### src/hw/rtl/cfpb_pkg.sv
// Package: frame constants, item types and the CRC-8 byte update.
`timescale 1ns / 1ps

package cfpb_pkg;

	localparam int unsigned BYTE_W    = 8;
	localparam int unsigned POS_W     = 4;
	localparam int unsigned FRAME_W   = 64;

	localparam logic [BYTE_W-1:0] PREAMBLE_0 = 8'hAA;
	localparam logic [BYTE_W-1:0] PREAMBLE_1 = 8'hA7;
	localparam logic [BYTE_W-1:0] PREAMBLE_2 = 8'h12;
	localparam logic [BYTE_W-1:0] CRC_POLY   = 8'h07;
	localparam logic [BYTE_W-1:0] CRC_INIT   = 8'h00;

	// Byte positions within a frame
	localparam logic [POS_W-1:0] POS_FIRST     = 4'd0;
	localparam logic [POS_W-1:0] POS_CRC_FIRST = 4'd3;
	localparam logic [POS_W-1:0] POS_CRC_LAST  = 4'd7;
	localparam logic [POS_W-1:0] POS_LAST      = 4'd8;

	// One frame request
	typedef struct packed {
		logic [BYTE_W-1:0] frame_id;
		logic [BYTE_W-1:0] payload_0;
		logic [BYTE_W-1:0] payload_1;
		logic [BYTE_W-1:0] payload_2;
		logic [BYTE_W-1:0] payload_3;
	} req_t;

	// Hand-over from the request buffer to the serializer
	typedef struct packed {
		logic valid;
		req_t req;
	} req_slot_t;

	// Fold one byte into the CRC, MSB first
	function automatic logic [BYTE_W-1:0] crc8_update(input logic [BYTE_W-1:0] crc,
			input logic [BYTE_W-1:0] data);
		logic [BYTE_W-1:0] c;
		c = crc ^ data;
		for (int k = 0; k < BYTE_W; k++) begin
			if (c[BYTE_W-1]) begin
				c = {c[BYTE_W-2:0], 1'b0} ^ CRC_POLY;
			end else begin
				c = {c[BYTE_W-2:0], 1'b0};
			end
		end
		return c;
	endfunction

endpackage

### src/hw/rtl/cfpb_req_buf.sv
// One-entry request buffer that takes the next item while a frame is sent.
`timescale 1ns / 1ps

module cfpb_req_buf (
	input  logic               clk,
	input  logic               arst_n,
	input  logic               in_valid,
	output logic               in_stall,
	input  cfpb_pkg::req_t     in_req,
	input  logic               load,
	output cfpb_pkg::req_slot_t slot
);

	logic           valid_q;
	cfpb_pkg::req_t req_s1;
	logic           accept;

	// Stall only while full and not being drained this cycle
	assign in_stall = valid_q && !load;
	assign accept   = in_valid && !in_stall;

	// Track occupancy
	always_ff @(posedge clk or negedge arst_n) begin
		if (!arst_n) begin
			valid_q <= 1'b0;
		end else if (accept) begin
			valid_q <= 1'b1;
		end else if (load) begin
			valid_q <= 1'b0;
		end
	end

	// Capture the request
	always_ff @(posedge clk) begin
		if (accept) begin
			req_s1 <= in_req;
		end
	end

	assign slot.valid = valid_q;
	assign slot.req   = req_s1;

endmodule

### src/hw/rtl/cfpb_serializer.sv
// Frame serializer: shifts out preamble, id and payload, folds in the CRC.
`timescale 1ns / 1ps

module cfpb_serializer (
	input  logic                clk,
	input  logic                arst_n,
	input  cfpb_pkg::req_slot_t slot,
	output logic                load,
	output logic                out_valid,
	input  logic                out_stall,
	output logic [7:0]          tx_byte,
	output logic                last_byte
);

	logic [cfpb_pkg::FRAME_W-1:0] frame_s2;
	logic [cfpb_pkg::BYTE_W-1:0]  crc_q;
	logic [cfpb_pkg::POS_W-1:0]   pos_q;
	logic                         busy_q;
	logic                         advance;
	logic                         at_last;
	logic                         in_crc_span;
	logic [cfpb_pkg::BYTE_W-1:0]  head_byte;

	assign head_byte   = frame_s2[cfpb_pkg::FRAME_W-1 -: cfpb_pkg::BYTE_W];
	assign at_last     = (pos_q == cfpb_pkg::POS_LAST);
	assign in_crc_span = (pos_q >= cfpb_pkg::POS_CRC_FIRST) &&
		(pos_q <= cfpb_pkg::POS_CRC_LAST);
	assign advance     = busy_q && !out_stall;
	assign load        = slot.valid && (!busy_q || (advance && at_last));

	// Control: busy flag and byte position
	always_ff @(posedge clk or negedge arst_n) begin
		if (!arst_n) begin
			busy_q <= 1'b0;
			pos_q  <= cfpb_pkg::POS_FIRST;
		end else if (load) begin
			busy_q <= 1'b1;
			pos_q  <= cfpb_pkg::POS_FIRST;
		end else if (advance) begin
			if (at_last) begin
				busy_q <= 1'b0;
				pos_q  <= cfpb_pkg::POS_FIRST;
			end else begin
				pos_q <= pos_q + 1'b1;
			end
		end
	end

	// Load a new frame or shift out one byte, updating the CRC
	always_ff @(posedge clk) begin
		if (load) begin
			frame_s2 <= {cfpb_pkg::PREAMBLE_0, cfpb_pkg::PREAMBLE_1,
				cfpb_pkg::PREAMBLE_2, slot.req.frame_id, slot.req.payload_0,
				slot.req.payload_1, slot.req.payload_2, slot.req.payload_3};
			crc_q    <= cfpb_pkg::CRC_INIT;
		end else if (advance) begin
			frame_s2 <= {frame_s2[cfpb_pkg::FRAME_W-cfpb_pkg::BYTE_W-1:0],
				{cfpb_pkg::BYTE_W{1'b0}}};
			if (in_crc_span) begin
				crc_q <= cfpb_pkg::crc8_update(crc_q, head_byte);
			end
		end
	end

	// Drive the output item
	assign out_valid = busy_q;
	assign tx_byte   = at_last ? crc_q : head_byte;
	assign last_byte = at_last;

endmodule

### src/hw/rtl/crc8_framed_packet_builder_core.sv
// Top level of the CRC-8 framed packet builder.
`timescale 1ns / 1ps
// A request is registered in the buffer, then loaded into the serializer's shift
// register. Throughput: one output byte per cycle while out_stall is low, set by
// the shift register; a buffered request loads as the last byte is taken.
// Reset: arst_n clears the buffer occupancy, busy flag and byte position at once;
// no item is shown until a request arrives.

module crc8_framed_packet_builder_core (
	input  logic       clk,
	input  logic       arst_n,
	input  logic       in_valid,
	output logic       in_stall,
	input  logic [7:0] frame_id,
	input  logic [7:0] payload_0,
	input  logic [7:0] payload_1,
	input  logic [7:0] payload_2,
	input  logic [7:0] payload_3,
	output logic       out_valid,
	input  logic       out_stall,
	output logic [7:0] tx_byte,
	output logic       last_byte
);

	cfpb_pkg::req_t      in_req;
	cfpb_pkg::req_slot_t slot;
	logic                load;

	// Gather the request fields
	assign in_req.frame_id  = frame_id;
	assign in_req.payload_0 = payload_0;
	assign in_req.payload_1 = payload_1;
	assign in_req.payload_2 = payload_2;
	assign in_req.payload_3 = payload_3;

	cfpb_req_buf u_req_buf (
		.clk      (clk),
		.arst_n   (arst_n),
		.in_valid (in_valid),
		.in_stall (in_stall),
		.in_req   (in_req),
		.load     (load),
		.slot     (slot)
	);

	cfpb_serializer u_serializer (
		.clk       (clk),
		.arst_n    (arst_n),
		.slot      (slot),
		.load      (load),
		.out_valid (out_valid),
		.out_stall (out_stall),
		.tx_byte   (tx_byte),
		.last_byte (last_byte)
	);

endmodule

### config.mk
export PLATFORM = sky130hd
export DESIGN_NAME = crc8_framed_packet_builder_core
export DESIGN_NICKNAME = d
export VERILOG_FILES = /design/src/hw/rtl/cfpb_pkg.sv /design/src/hw/rtl/cfpb_req_buf.sv /design/src/hw/rtl/cfpb_serializer.sv /design/src/hw/rtl/crc8_framed_packet_builder_core.sv
export SDC_FILE = /design/constraint.sdc
export NUM_CORES = 1
export LEC_CHECK = 0
export BUFFER_PORTS_ARGS = -buffer_cell sky130_fd_sc_hd__buf_2
export CAP_MARGIN = 20
export CORE_MARGIN = 5
export CORE_UTILIZATION = 30
export CTS_BUF_LIST = sky130_fd_sc_hd__clkbuf_16
export CTS_CLUSTER_DIAMETER = 60
export CTS_CLUSTER_SIZE = 30
export DETAILED_ROUTE_END_ITERATION = 12
export MAX_ROUTING_LAYER = met4
export SKIP_CTS_REPAIR_TIMING = 1
export SYNTH_ARGS = -nofsm -noshare
export SYNTH_HDL_FRONTEND = slang
export SYNTH_SLANG_ARGS = --single-unit
### constraint.sdc
create_clock -name clk -period 4.04 [get_ports clk]
set_clock_uncertainty 0.15 [all_clocks]
set_input_delay 0.404 -clock clk [delete_from_list [all_inputs] [get_ports clk]]
set_output_delay 0.404 -clock clk [all_outputs]
set_load 0.005 [all_outputs]
==> flow_results.org, run 1 <==
** Detailed routing
- After the first detailed-routing iteration, the DRC count stood at 138.
- Vias per std cell :: 4.31
- In this run the remaining antenna-violating nets after routing total 0.
- Detailed-route DRC error count :: 0
- Routed WL :: 8180 microns
- Initial DRT Pass Iterations :: 4
- In the final routed layout, each cell accounts on average for 13.3 microns.
- Via total after detailed routing :: 2657

** Global route
- Total global-route track usage :: 10.1%
- For this run the aggregate overflow at the end of global routing stands at 0.
- The first global-routing pass estimated roughly 14000 microns of wire.
- Entering global routing, the biggest net connects 41 pins.
- Number of global-route vias before repair :: 2835
- Number of antenna violations at the first check in global routing :: 0

** Worst setup path
- Launch instance of the worst register-to-register path :: u_serializer.pos_q[0]
- Top cell family by delay on the critical path :: simple AND/OR/NAND/NOR gates
- The number of buffers and inverters on the critical path is 2.
- Of all nets on the critical path, the largest fanout is 12.
- Max incr delay on CP :: between 0.5 and 0.6 ns
- Data on the critical path arrives at its endpoint at approximately 2.1 ns.
- Data required, critical path :: 3.49 ns
- The worst setup path is captured at a primary output.
- The worst register-to-register path has a depth of 6.
- Setup slack on the worst reg-to-reg path comes out at 1.40 ns.
- Reg2reg end :: u_serializer.frame_s2[46]
- Max stage delay cell, worst path :: nand3b_1
- Startpoint-to-endpoint class of the critical path :: flip-flop to primary output
- STA classifies the critical path startpoint as a flip-flop.
- Crit-path cells :: inv_1 -> ha_1 -> nand3b_1 -> mux2_2 -> buf_2

** Timing
- Worst relative slew slack :: 31.1%
- The worst path in the final design needs a cycle of 2.69 ns, including I/O delays and setup.
- Setup violations, final :: 0
- Count of final hold-check violations :: 0
- Final critical-path share of the clock period :: 66.6%
- For the final routed database, the setup TNS stands at 0 ns.
- Max frequency :: 372 MHz
- The max-slew violation count is 0.
- Unrepaired setup endpoints after global routing :: no
- For the pin with the worst max-slew slack, the measured transition is 1.03 ns.
- The tightest hold path in the finished design has a slack of approximately 0.016 ns.

** Power
- Internal power :: ~2.9 mW
- Of the total power, combinational logic draws 23.2%.
- In this run, flip-flops and latches consume between 40% and 50% of the power.
- The clock network is responsible for 34.4% of the overall power.
- Switching share of power :: ~27%
- VDD IR max :: 379 uV
- Net Sw Power :: 1.07 mW
- Power density normalized to cell area :: a little under 700 mW/mm^2
- Static leakage power :: between 2 and 2.5 nW

** Die
- In this run the horizontal extent of the chip is 135 microns.
- The floorplan step defined a die boundary enclosing between 0.015 and 0.02 sq mm.
- Starting density of the core :: 30.7%
- Core Box Area :: 0.0153 sq mm
- In this run the core area contains 45 standard-cell rows.
- Boundary Pins :: 55
- DIE HEIGHT :: 135 microns

** Synthesis
- Number of register bits inferred by synthesis :: 118
- Number of flops mapped to enable cells by yosys :: 80
- Synthesized net count :: 375
- Among all flip-flop cells after synthesis, the most frequent one is edfxtp_1.
- YS warnings :: 0
- Netlist area before placement :: 0.00468 sq mm
- Sequential element share of the synthesized area :: 68.2%
- Largest cells by area after synthesis :: edfxtp_1, dfxtp_1, mux2_2
- In the synthesized netlist the async set-or-reset flop fraction comes to 5.08%.
- Proportion of netlist area held by the largest area contributor :: 51.3%
- After synthesis, the mean cell area works out to 14.2 sq um.
- Synthesis produced a netlist whose cell count is 329.
- The number of different library cells used by synthesis comes to 35.
- edfxtp_1 takes more of the synthesized area than any other cell.

** Hold path
- The path class of the tightest hold or removal check is primary input to flip-flop.
- In this run the most critical hold path is launched from payload_0[6].
- Hold depth :: 1
- Worst Hold Endpoint :: u_req_buf.slot[30]

** Finish
- Fraction of final layout cells with drive strength greater than 1 :: between 30% and 40%
- Post-route design area :: 0.00577 sq mm
- Total number of nets in the final design :: 439
- Cells fill 37.8% of the core in the end.
- # diodes :: 0
- Area growth from synthesis to layout :: 23.1%
- Final cell count without fillers :: 617

** Place
- Summed over all nets, the half-perimeter wirelength after detailed placement is 5330 microns.
- Cell total after placement :: 581
- Final Wtd Congestion :: 0.779
- Once placement finished, the instance area stood at 0.00518 sq mm.
- Count of input and output buffers :: 54

** Clocking
- Max Buffers Root-to-Sink :: 2
- The clock net in this run drives a total of 118 sinks.
- In this run the number of H-tree levels came out at 4.
- Counting the buffers created by CTS gives 17.
- In this run the clock root is driven by a clkbuf_16.
- Clock-pin slew was measured on the worst setup and hold paths at 0.06 ns.
- TritonCTS built the clock tree.
- Clock Latency Late Sink :: 0.40 ns

** Outcome
- Outcome :: complete, no violations

** Run
- Number of maximum-capacitance violations :: 0
[per-stage QoR]
stage	total power, mW	setup WS [ns]
finish	3.93	1.35
global route	4.15	1.19
CTS	3.97	1.32
detailed placement	2.60	1.43
global placement	2.57	1.47
floorplan	2.39	1.56
[sequential cells by signal, indices dropped and copies added (netlist names)]
name                    cells
u_serializer.frame_s2      64
u_req_buf.slot             40
u_serializer.crc_q          8
u_serializer.pos_q          4
u_req_buf.valid_q           1
u_serializer.out_valid      1
[layer usage]
layer  vias up  track usage (%)  share of wire, %
met5         -                -                 0
met4         0             4.54               1.8
met3        15             3.39               4.7
met2        77             15.1                46
met1      1246             12.3                47
li1       1319                -                 -
[area by class of cell]
cell class,count,area (sq um)
fillers,1441,9490
repair buffers,61,333
flip-flops and latches,118,3190
clock inverters,15,119
well taps,211,264
inverters,6,22.5
multi-input cells,189,1410
clock buffers,17,425
[synth_stat cells (3+ instances only)]
cell type	instances
xnor3_1	4
a21oi_1	16
o211ai_1	6
dfrtp_1	6
o31ai_1	6
mux2_2	40
nor2_1	5
dfxtp_1	32
o21ai_0	4
clkbuf_1	5
nand3_1	13
inv_1	6
xnor2_1	9
nand2b_1	3
and3_1	8
edfxtp_1	80
nand2_1	54
buf_2	8
[power groups by stage]
stage / Sequential (mW) / Clock [mW] / Combinational, mW
floorplan: 1.64 / 0 / 0.751
global placement: 1.67 / 0 / 0.899
detailed placement: 1.69 / 0 / 0.913
CTS: 1.66 / 1.39 / 0.921
global route: 1.70 / 1.44 / 1.01
finish: 1.66 / 1.35 / 0.911
[logic make-up after synthesis]
group	Yosys count	share of synthesized area [%]
flip-flops	118	68.2
AND/OR/NAND/NOR	91	8.76
multiplexers	40	9.62
AO/OA/AOI/OAI	36	4.68
buffers and inverters	22	2.00
XOR/XNOR	20	6.22
adder cells (fa/ha/maj)	2	0.534
[placed cells by master, fill, tap and decap left out, types with 2 or more instances in the layout]
master / n
nand3_1: 13
a21oi_1: 16
nor3_1: 2
nand2b_1: 3
inv_1: 10
xnor3_1: 4
buf_4: 3
dfxtp_1: 32
xnor2_2: 2
o21ai_0: 4
xor2_1: 2
mux2_2: 40
o211ai_1: 6
edfxtp_1: 80
nand2_1: 54
a211oi_1: 2
xnor2_1: 9
dfrtp_1: 6
nor2_1: 5
clkinv_4: 3
o31ai_1: 6
and3_1: 8
clkbuf_16: 17
buf_2: 54
ha_1: 2
dlygate4sd3_1: 4
clkinvlp_4: 4
[worst max-delay path by stage]
stage,depth (start not counted),end,from
floorplan,6,u_req_buf.slot[0],u_serializer.pos_q[0]
global placement,5,u_serializer.frame_s2[34],u_serializer.pos_q[0]
detailed placement,6,u_serializer.crc_q[5],u_serializer.pos_q[0]
CTS,5,tx_byte[3],u_serializer.pos_q[0]
global route,6,u_serializer.frame_s2[46],u_serializer.pos_q[0]
finish,5,tx_byte[2],u_serializer.pos_q[0]
(Power assumes the default switching activity.)
==> run 2, diff against run 1 <==
==> constraint.sdc (replaced) <==
create_clock -name clk -period 2.6 [get_ports clk]
set_clock_uncertainty 0.15 [all_clocks]
set_input_delay 0.26 -clock clk [delete_from_list [all_inputs] [get_ports clk]]
set_output_delay 0.26 -clock clk [all_outputs]
set_load 0.005 [all_outputs]
==> run 2 against run 1 <==
Worst setup slack got worse by 1.1 ns. Largest cell class unchanged. Wire length rose by 7.4%. Largest power group unchanged. Critical endpoint unchanged. Via count rose by 8.4%. Sequential cell count did not move.
==> flow_results.org, run 2 (same netlist as run 1, synthesis figures left out) <==
** Outcome
- The run finished with clean final reports.

** Timing
- Unrepaired setup endpoints after global routing :: no
- Count of final hold-check violations :: 0
- The max-slew violation count was 0.
- Max frequency :: 427 MHz
- Worst Tran Pin Value :: 0.602 ns
- Summed over all failing endpoints, the final setup total negative slack is 0 ns.
- The clock period could shrink to 2.34 ns.
- Setup violations remaining at the end of the flow were counted as 0.
- Worst relative slew slack :: 59.6%
- Setup slack on the critical path of the routed design comes to 0.259 ns.
- Final hold slack :: 0.0600 ns
- The worst path uses 90.1% of the clock period.

** Place
- Cell total after placement :: 587
- The wire-length estimate of the detail-placed layout is between 5000 and 6000 microns.
- Port buffering added 54 buffers.
- Final Wtd Congestion :: 0.748
- At the placement stage, the worst setup path has a slack of 0.526 ns.

** Detailed routing
- Highest routed metal layer :: met4
- Via total after detailed routing :: 2881
- In this run the remaining antenna-violating nets after routing total 0.
- Metal-1 WL :: 3980 microns
- In the routed layout, each cell is associated on average with a via count of 4.36.
- In the detailed route, the total length drawn on met3 is 397 microns.
- Detailed-route DRC error count :: 0
- DRC marker count from the first detailed-route iteration :: 179
- Initial DRT Pass Iterations :: 5
- Routed wire per std cell :: 13.3 microns
- Met2 wire length :: 4340 microns
- For this block, the routed nets add up to 8790 microns of wire.

** Worst setup path
- Max incr delay on CP :: 0.40 ns
- The slowest stage of the critical path is the dfrtp_1 cell.
- The critical path is of the flip-flop to primary output type.
- Top cell family by delay on the critical path :: buffers and inverters
- Crit-path cells :: inv_1 -> ha_1 -> nand3b_1 -> buf_4 -> mux2_2 -> buf_2
- Together, buffers and inverters on the worst path number 3.
- STA puts the critical path data required time at between 2 and 2.5 ns.
- Critical Path End Type :: primary output
- CP Data Arrival Time :: 1.93 ns
- Startpoint type of the worst setup path :: flip-flop
- In this run the worst path has a maximum fanout of 11.

** Power
- The analysis attributes to net switching a power of approximately 1.7 mW.
- In this run the static leakage power is ~2.5 nW.
- Of the total power, combinational logic draws 23.7%.
- Internal power :: approximately 4.6 mW
- Power density normalized to cell area :: 1000 mW/mm^2
- Net switching is 26.7% of the power.
- VDD IR max :: 463 uV
- In this run, the clock network consumes 35.3% of the power.
- In this run, flip-flops and latches consume 41.1% of the power.

** Finish
- From synthesis to final layout, the design area changed by 33.2%.
- The register with the most flip-flops in the layout has 64 of them.
- The final layout contains 483 nets.
- Counting the fill cells in the layout gives 1416.
- Summing all flip-flop and latch instances after layout gives 0.00319 sq mm.
- More flip-flops sit in one register than any other, and that register is u_serializer.frame_s2.
- Footprint of the multi-input gates :: 0.00141 sq mm
- The post-route netlist has 30.9% of its cells at a drive strength greater than 1.
- Leaving out fill and tap cells, the most frequent cells in the layout are edfxtp_1, nand2_1, buf_2.
- Final cell count without fillers :: 661
- Cells fill 40.9% of the core in the end.
- Leaving out fill and tap cells, the most frequent cell in the layout is edfxtp_1.
- # diodes :: 0

** Global route
- The first global-routing pass estimated 13700 microns of wire.
- Global routing consumed, over all layers together, 10.1% of the routing resources.
- Number of antenna violations at the first check in global routing :: 0
- Entering global routing, the biggest net connects 41 pins.
- The via count of the first global-routing pass is between 2k and 3k.
- For this run the aggregate overflow at the end of global routing stands at 0.

** Die
- Full die area :: between 0.015 and 0.02 sq mm
- 55 I/O pins were placed.
- Core Box Area :: 0.0153 sq mm
- The initial utilization of the core area, before any placement, comes to 30.7%.
- Standard-cell row count :: 45
- DIE WIDTH :: 135 microns
- DIE HEIGHT :: 135 microns

** Clocking
- Clock Latency Late Sink :: 0.40 ns
- In this run the clock root is driven by a clkbuf_16.
- The clock drives about 120 sinks.
- TritonCTS built the clock tree.
- Max Buffers Root-to-Sink :: 2
- Number of buffers created by CTS :: 17
- CTS built an H-tree with a depth of 4.
- Clk slew on worst S/H paths :: 0.06 ns

** Run
- Across the run, the number of max-cap violations was 0.

** Hold path
- The tightest min-delay check is of the primary input to async pin type.
## run 2: cell types whose count changed in the layout (fill, tap and decap cells not counted)
cell	before	now
buf_12	0	2
buf_4	3	7
bufinv_16	1	2
clkinv_2	1	2
clkinv_4	3	4
clkinvlp_4	4	3
dlygate4sd3_1	4	42
inv_1	10	9
inv_6	1	0
## run 2: metrics by stage
stage               total power, mW  cell area, sq um
floorplan                      3.71              4680
global placement               4.00              5250
detailed placement             4.06              5250
CTS                            6.29              5820
global route                   6.62              6240
finish                         6.26              6240
## run 2: final cells by class
type / instances / share of cell area [%]
well taps: 211 / 4.23
clock inverters: 15 / 2.29
inverters: 6 / 0.361
flip-flops and latches: 118 / 51.2
clock buffers: 17 / 6.82
multi-input cells: 189 / 22.6
repair buffers: 105 / 12.6
## run 2: final timing paths
| kind | from | endpoint | slack, ns | cells past startpoint |
|---|---|---|---|---|
| worst max-delay path | u_serializer.pos_q[0] | tx_byte[2] | 0.26 | 6 |
| worst min-delay path | arst_n | u_serializer.pos_q[3] | 0.06 | 2 |
| worst max register to register | u_serializer.pos_q[0] | u_serializer.frame_s2[24] | 0.51 | 6 |
| worst min register to register | u_serializer.frame_s2[42] | u_serializer.frame_s2[42] | 0.31 | 2 |
| max in group asynchronous | arst_n | u_serializer.pos_q[0] | 2.09 | 2 |
| min in group clk | out_stall | u_serializer.out_valid | 0.18 | 4 |
## run 2: per-layer routing
metal | up-vias | track usage (%)
li1 | 1415 | -
met1 | 1391 | 12.1
met2 | 67 | 15.5
met3 | 8 | 3.91
met4 | 0 | 3.70
met5 | - | -
## run 2: power by group through the flow
stage	sequential, mW	combinational, mW	clock (mW)
2_1_floorplan	2.54	1.17	0
3_3_place_gp	2.60	1.40	0
3_5_place_dp	2.61	1.44	0
4_1_cts	2.58	1.46	2.26
5_1_grt	2.62	1.66	2.34
6_report	2.57	1.48	2.21
==> run 3, diff against run 2 <==
--- a/config.mk
+++ b/config.mk
@@ -5,6 +5,7 @@
 export SDC_FILE = /design/constraint.sdc
 export NUM_CORES = 1
 export LEC_CHECK = 0
+export ABC_AREA = 1
 export BUFFER_PORTS_ARGS = -buffer_cell sky130_fd_sc_hd__buf_2
 export CAP_MARGIN = 20
 export CORE_MARGIN = 5
==> run 3 against run 2 <==
Final cell count increased by 23%. Final area increased by 2.0%. Fmax increased by 6.1%.
==> flow_results.org, run 3 <==
** Worst setup path
- The critical path is of the flip-flop to primary output type.
- Setup slack of the most critical reg-to-reg path :: 0.42 ns
- Data on the critical path is required at its endpoint by around 2.2 ns.
- On the worst path, the slowest cell contributes a delay of 0.40 ns.
- Max stage delay cell, worst path :: dfrtp_1
- Crit-path cells :: inv_1 -> ha_1 -> nand3_2 -> buf_4 -> inv_1 -> nand2_1 -> nand2_1 -> buf_2
- Critical Path End Type :: primary output
- At the worst endpoint, the arrival time is 1.80 ns.
- Crit Path Max Fanout :: 14
- Startpoint type of the worst setup path :: flip-flop

** Synthesis
- By instance count, the leading cell after synthesis is nand2_1.
- Synthesis handed over a netlist of 474 instances.
- By area the synthesized netlist is led by edfxtp_1, nand2_1, dfxtp_1.
- Summing the sequential cell areas from Yosys gives 67.2% of the chip area.
- Yosys printed 0 warnings.
- Synthesized net count :: between 500 and 600
- The most used flip-flop cell after synthesis is edfxtp_1.
- Netlist area before placement :: 0.00475 sq mm
- Averaged over all synthesized cells, the footprint is 10.0 sq um.
- Library cell occupying the most area in the post-synthesis netlist :: edfxtp_1
- The netlist uses 28 different library cells.
- Number of flops mapped to enable cells by yosys :: 80
- Number of register bits inferred by synthesis :: 118
- Async set or reset register ratio after synthesis :: between 5 and 6%
- Proportion of netlist area held by the largest area contributor :: 50.5%
- Top post-synthesis cells by count :: nand2_1, edfxtp_1, inv_1

** Place
- HPWL after detailed placement :: a little under 6000 microns
- Once placement finished, the instance area stood at approximately 0.0053 sq mm.
- Final Wtd Congestion :: 0.788
- Count of input and output buffers :: 54

** Clocking
- Clock-pin slew was measured on the worst setup and hold paths at around 0.060 ns.
- H-tree levels :: 4
- TritonCTS clock tree :: built
- At the later pin of the worst-skew pair, clock insertion delay measures 0.41 ns.
- Counting every sink on the clock net gives ~120.
- Number of buffers created by CTS :: 17
- The longest clock path from root to sink contains 2 buffers.
- Clock tree root driver cell :: clkbuf_16

** Timing
- At the pin with the least slew margin, the transition time is 0.488 ns.
- The worst path uses 84.9% of the clock period.
- The count of final hold-check violations is 0.
- Final period demand of the worst path :: 2.21 ns
- Max frequency :: around 450 MHz
- The worst pin sits at a relative slew slack of between 60% and 70%.
- Adding up every negative setup slack in the final design gives 0 ns.
- Unrepaired setup endpoints after global routing :: no
- The max-slew violation count came to 0.
- Setup violations, final :: 0

** Finish
- Area growth from synthesis to layout :: 33.9%
- Max FFs per register :: 64
- Fill cell total of the finished layout :: 1476
- Commonest cells after routing, fill and taps aside :: nand2_1, edfxtp_1, buf_2
- Of the cells placed in the final design, the portion with a size suffix greater than 1 is about 17%.
- Post-route design area :: 0.00636 sq mm
- Most flop-heavy register :: u_serializer.frame_s2
- Total number of nets in the final design :: 626
- Most common cell after layout, fill and taps aside :: nand2_1

** Global route
- Global routing consumed, over all layers together, between 10 and 15% of the routing resources.
- Global-route wire length before repair :: 15600 microns
- The initial antenna violation count was 1.
- The via count of the first global-routing pass was 3403.
- Sum of overflow across all layers after global routing :: 0
- Entering global routing, the biggest net connects 46 pins.

** Hold path
- In this run the worst hold path is classified as primary input to flip-flop.

** Run
- Number of maximum-capacitance violations :: 0

** Detailed routing
- The routed design has 9590 microns of wire.
- In the final routed layout, each cell accounts on average for between 10 and 15 microns.
- Detailed-route DRC error count :: 0
- Dividing the detail-routed via count by the number of cells gives 4.27.
- For this run, the detailed router's first-pass iteration total came to 5.
- For this block, the initial DRC count from the detailed router was 234.
- The detail route stage leaves a number of antenna-violating nets equal to 0.
- Via total after detailed routing :: 3460

** Power
- Internal power :: about 4.9 mW
- Static leakage power :: 2.80 nW
- Clock network power share :: 34.6%
- Per report_power, the combinational group accounts for about a quarter of the total.
- In this run the power spent charging and discharging nets is 2.20 mW.
- IR analysis of the VDD net gives a maximum drop of 818 uV.
- Part of the power in registers :: 39.3%
- Switching share of power :: between 30% and 40%
- Power spread over the standard cell area amounts to 1120 mW/mm^2.
- Power consumption :: 7.13 mW

** Die
- Boundary Pins :: 55
- DIE WIDTH :: 136 microns
- DIE HEIGHT :: 136 microns
- The initial utilization of the core area, before any placement, comes to 30.3%.
- Core Box Area :: 0.0157 sq mm
- Full die area :: between 0.015 and 0.02 sq mm
- Standard-cell row count :: 46

** Outcome
- The run finished with clean final reports.
==> run 3: cell types whose count changed after synthesis, moves of 7 or more <==
cell and delta:
inv_1 +31, mux2_2 -40, nand3_1 +8, and3_1 -8
nand2_1 +157, o21ai_0 +7
==> run 3: worst paths after layout <==
path | start | to | depth (start not counted)
setup reg to reg | u_serializer.pos_q[0] | u_req_buf.slot[23] | 7
min in group asynchronous | arst_n | u_serializer.pos_q[1] | 2
hold / removal | out_stall | u_serializer.out_valid | 3
hold reg to reg | u_serializer.frame_s2[47] | u_serializer.frame_s2[47] | 2
setup / recovery | u_serializer.pos_q[0] | tx_byte[5] | 8
max in group asynchronous | arst_n | u_req_buf.valid_q | 2
==> run 3: through the flow <==
| stage | util, % | hold WS, ns | worst slack, ns | instances |
|---|---|---|---|---|
| finish | 40.5 | 0.0135 | 0.393 | 810 |
| CTS | 37.9 | -0.494 | 0.361 | 768 |
| detailed placement | 33.9 | -0.0569 | 0.415 | 736 |
| global route | 40.5 | 0.0145 | 0.215 | 810 |
| global placement | 33.9 | -0.0591 | 0.506 | 736 |
| floorplan | - | -0.186 | 0.0700 | 474 |
==> run 3: worst max-delay path: cells and delay by family (launching register included) <==
kind | cells | cell delay (ns)
buf+inv | 4 | 0.57
flops | 1 | 0.40
simple gates | 3 | 0.24
fa+ha+maj | 1 | 0.17
==> run 3: power groups by stage <==
| stage | Sequential (mW) | Combinational, mW | Clock [mW] |
|---|---|---|---|
| CTS | 2.80 | 1.84 | 2.51 |
| floorplan | 2.78 | 1.38 | 0 |
| detailed placement | 2.84 | 1.82 | 0 |
| global placement | 2.82 | 1.76 | 0 |
| finish | 2.80 | 1.86 | 2.47 |
| global route | 2.86 | 2.18 | 2.63 |
==> run 3: routing by layer <==
metal	vias to the layer above	track usage (%)	routed length, microns
met1	1591	13.1	4080
met3	19	4.15	560
met5	-	-	0
met4	0	4.93	187
li1	1752	-	-
met2	98	17.1	4760
==> run 3: cells by family after synthesis <==
group,share of synthesized area (%)
compound gates,4.26
flops,67.2
buf+inv,4.74
fa+ha+maj,0.526
simple gates,20.7
xor+xnor,2.58
==> run 3: area by class of cell <==
cell class	count	area, sq um	share of cell area, %
Inverter	38	143	2.24
Clock inverter	15	205	3.23
Multi-Input combinational cell	301	1340	21.0
Clock buffer	17	425	6.69
Sequential cell	118	3190	50.2
Timing Repair Buffer	104	786	12.4
Antenna cell	1	2.50	0.0393
Tap cell	216	270	4.25
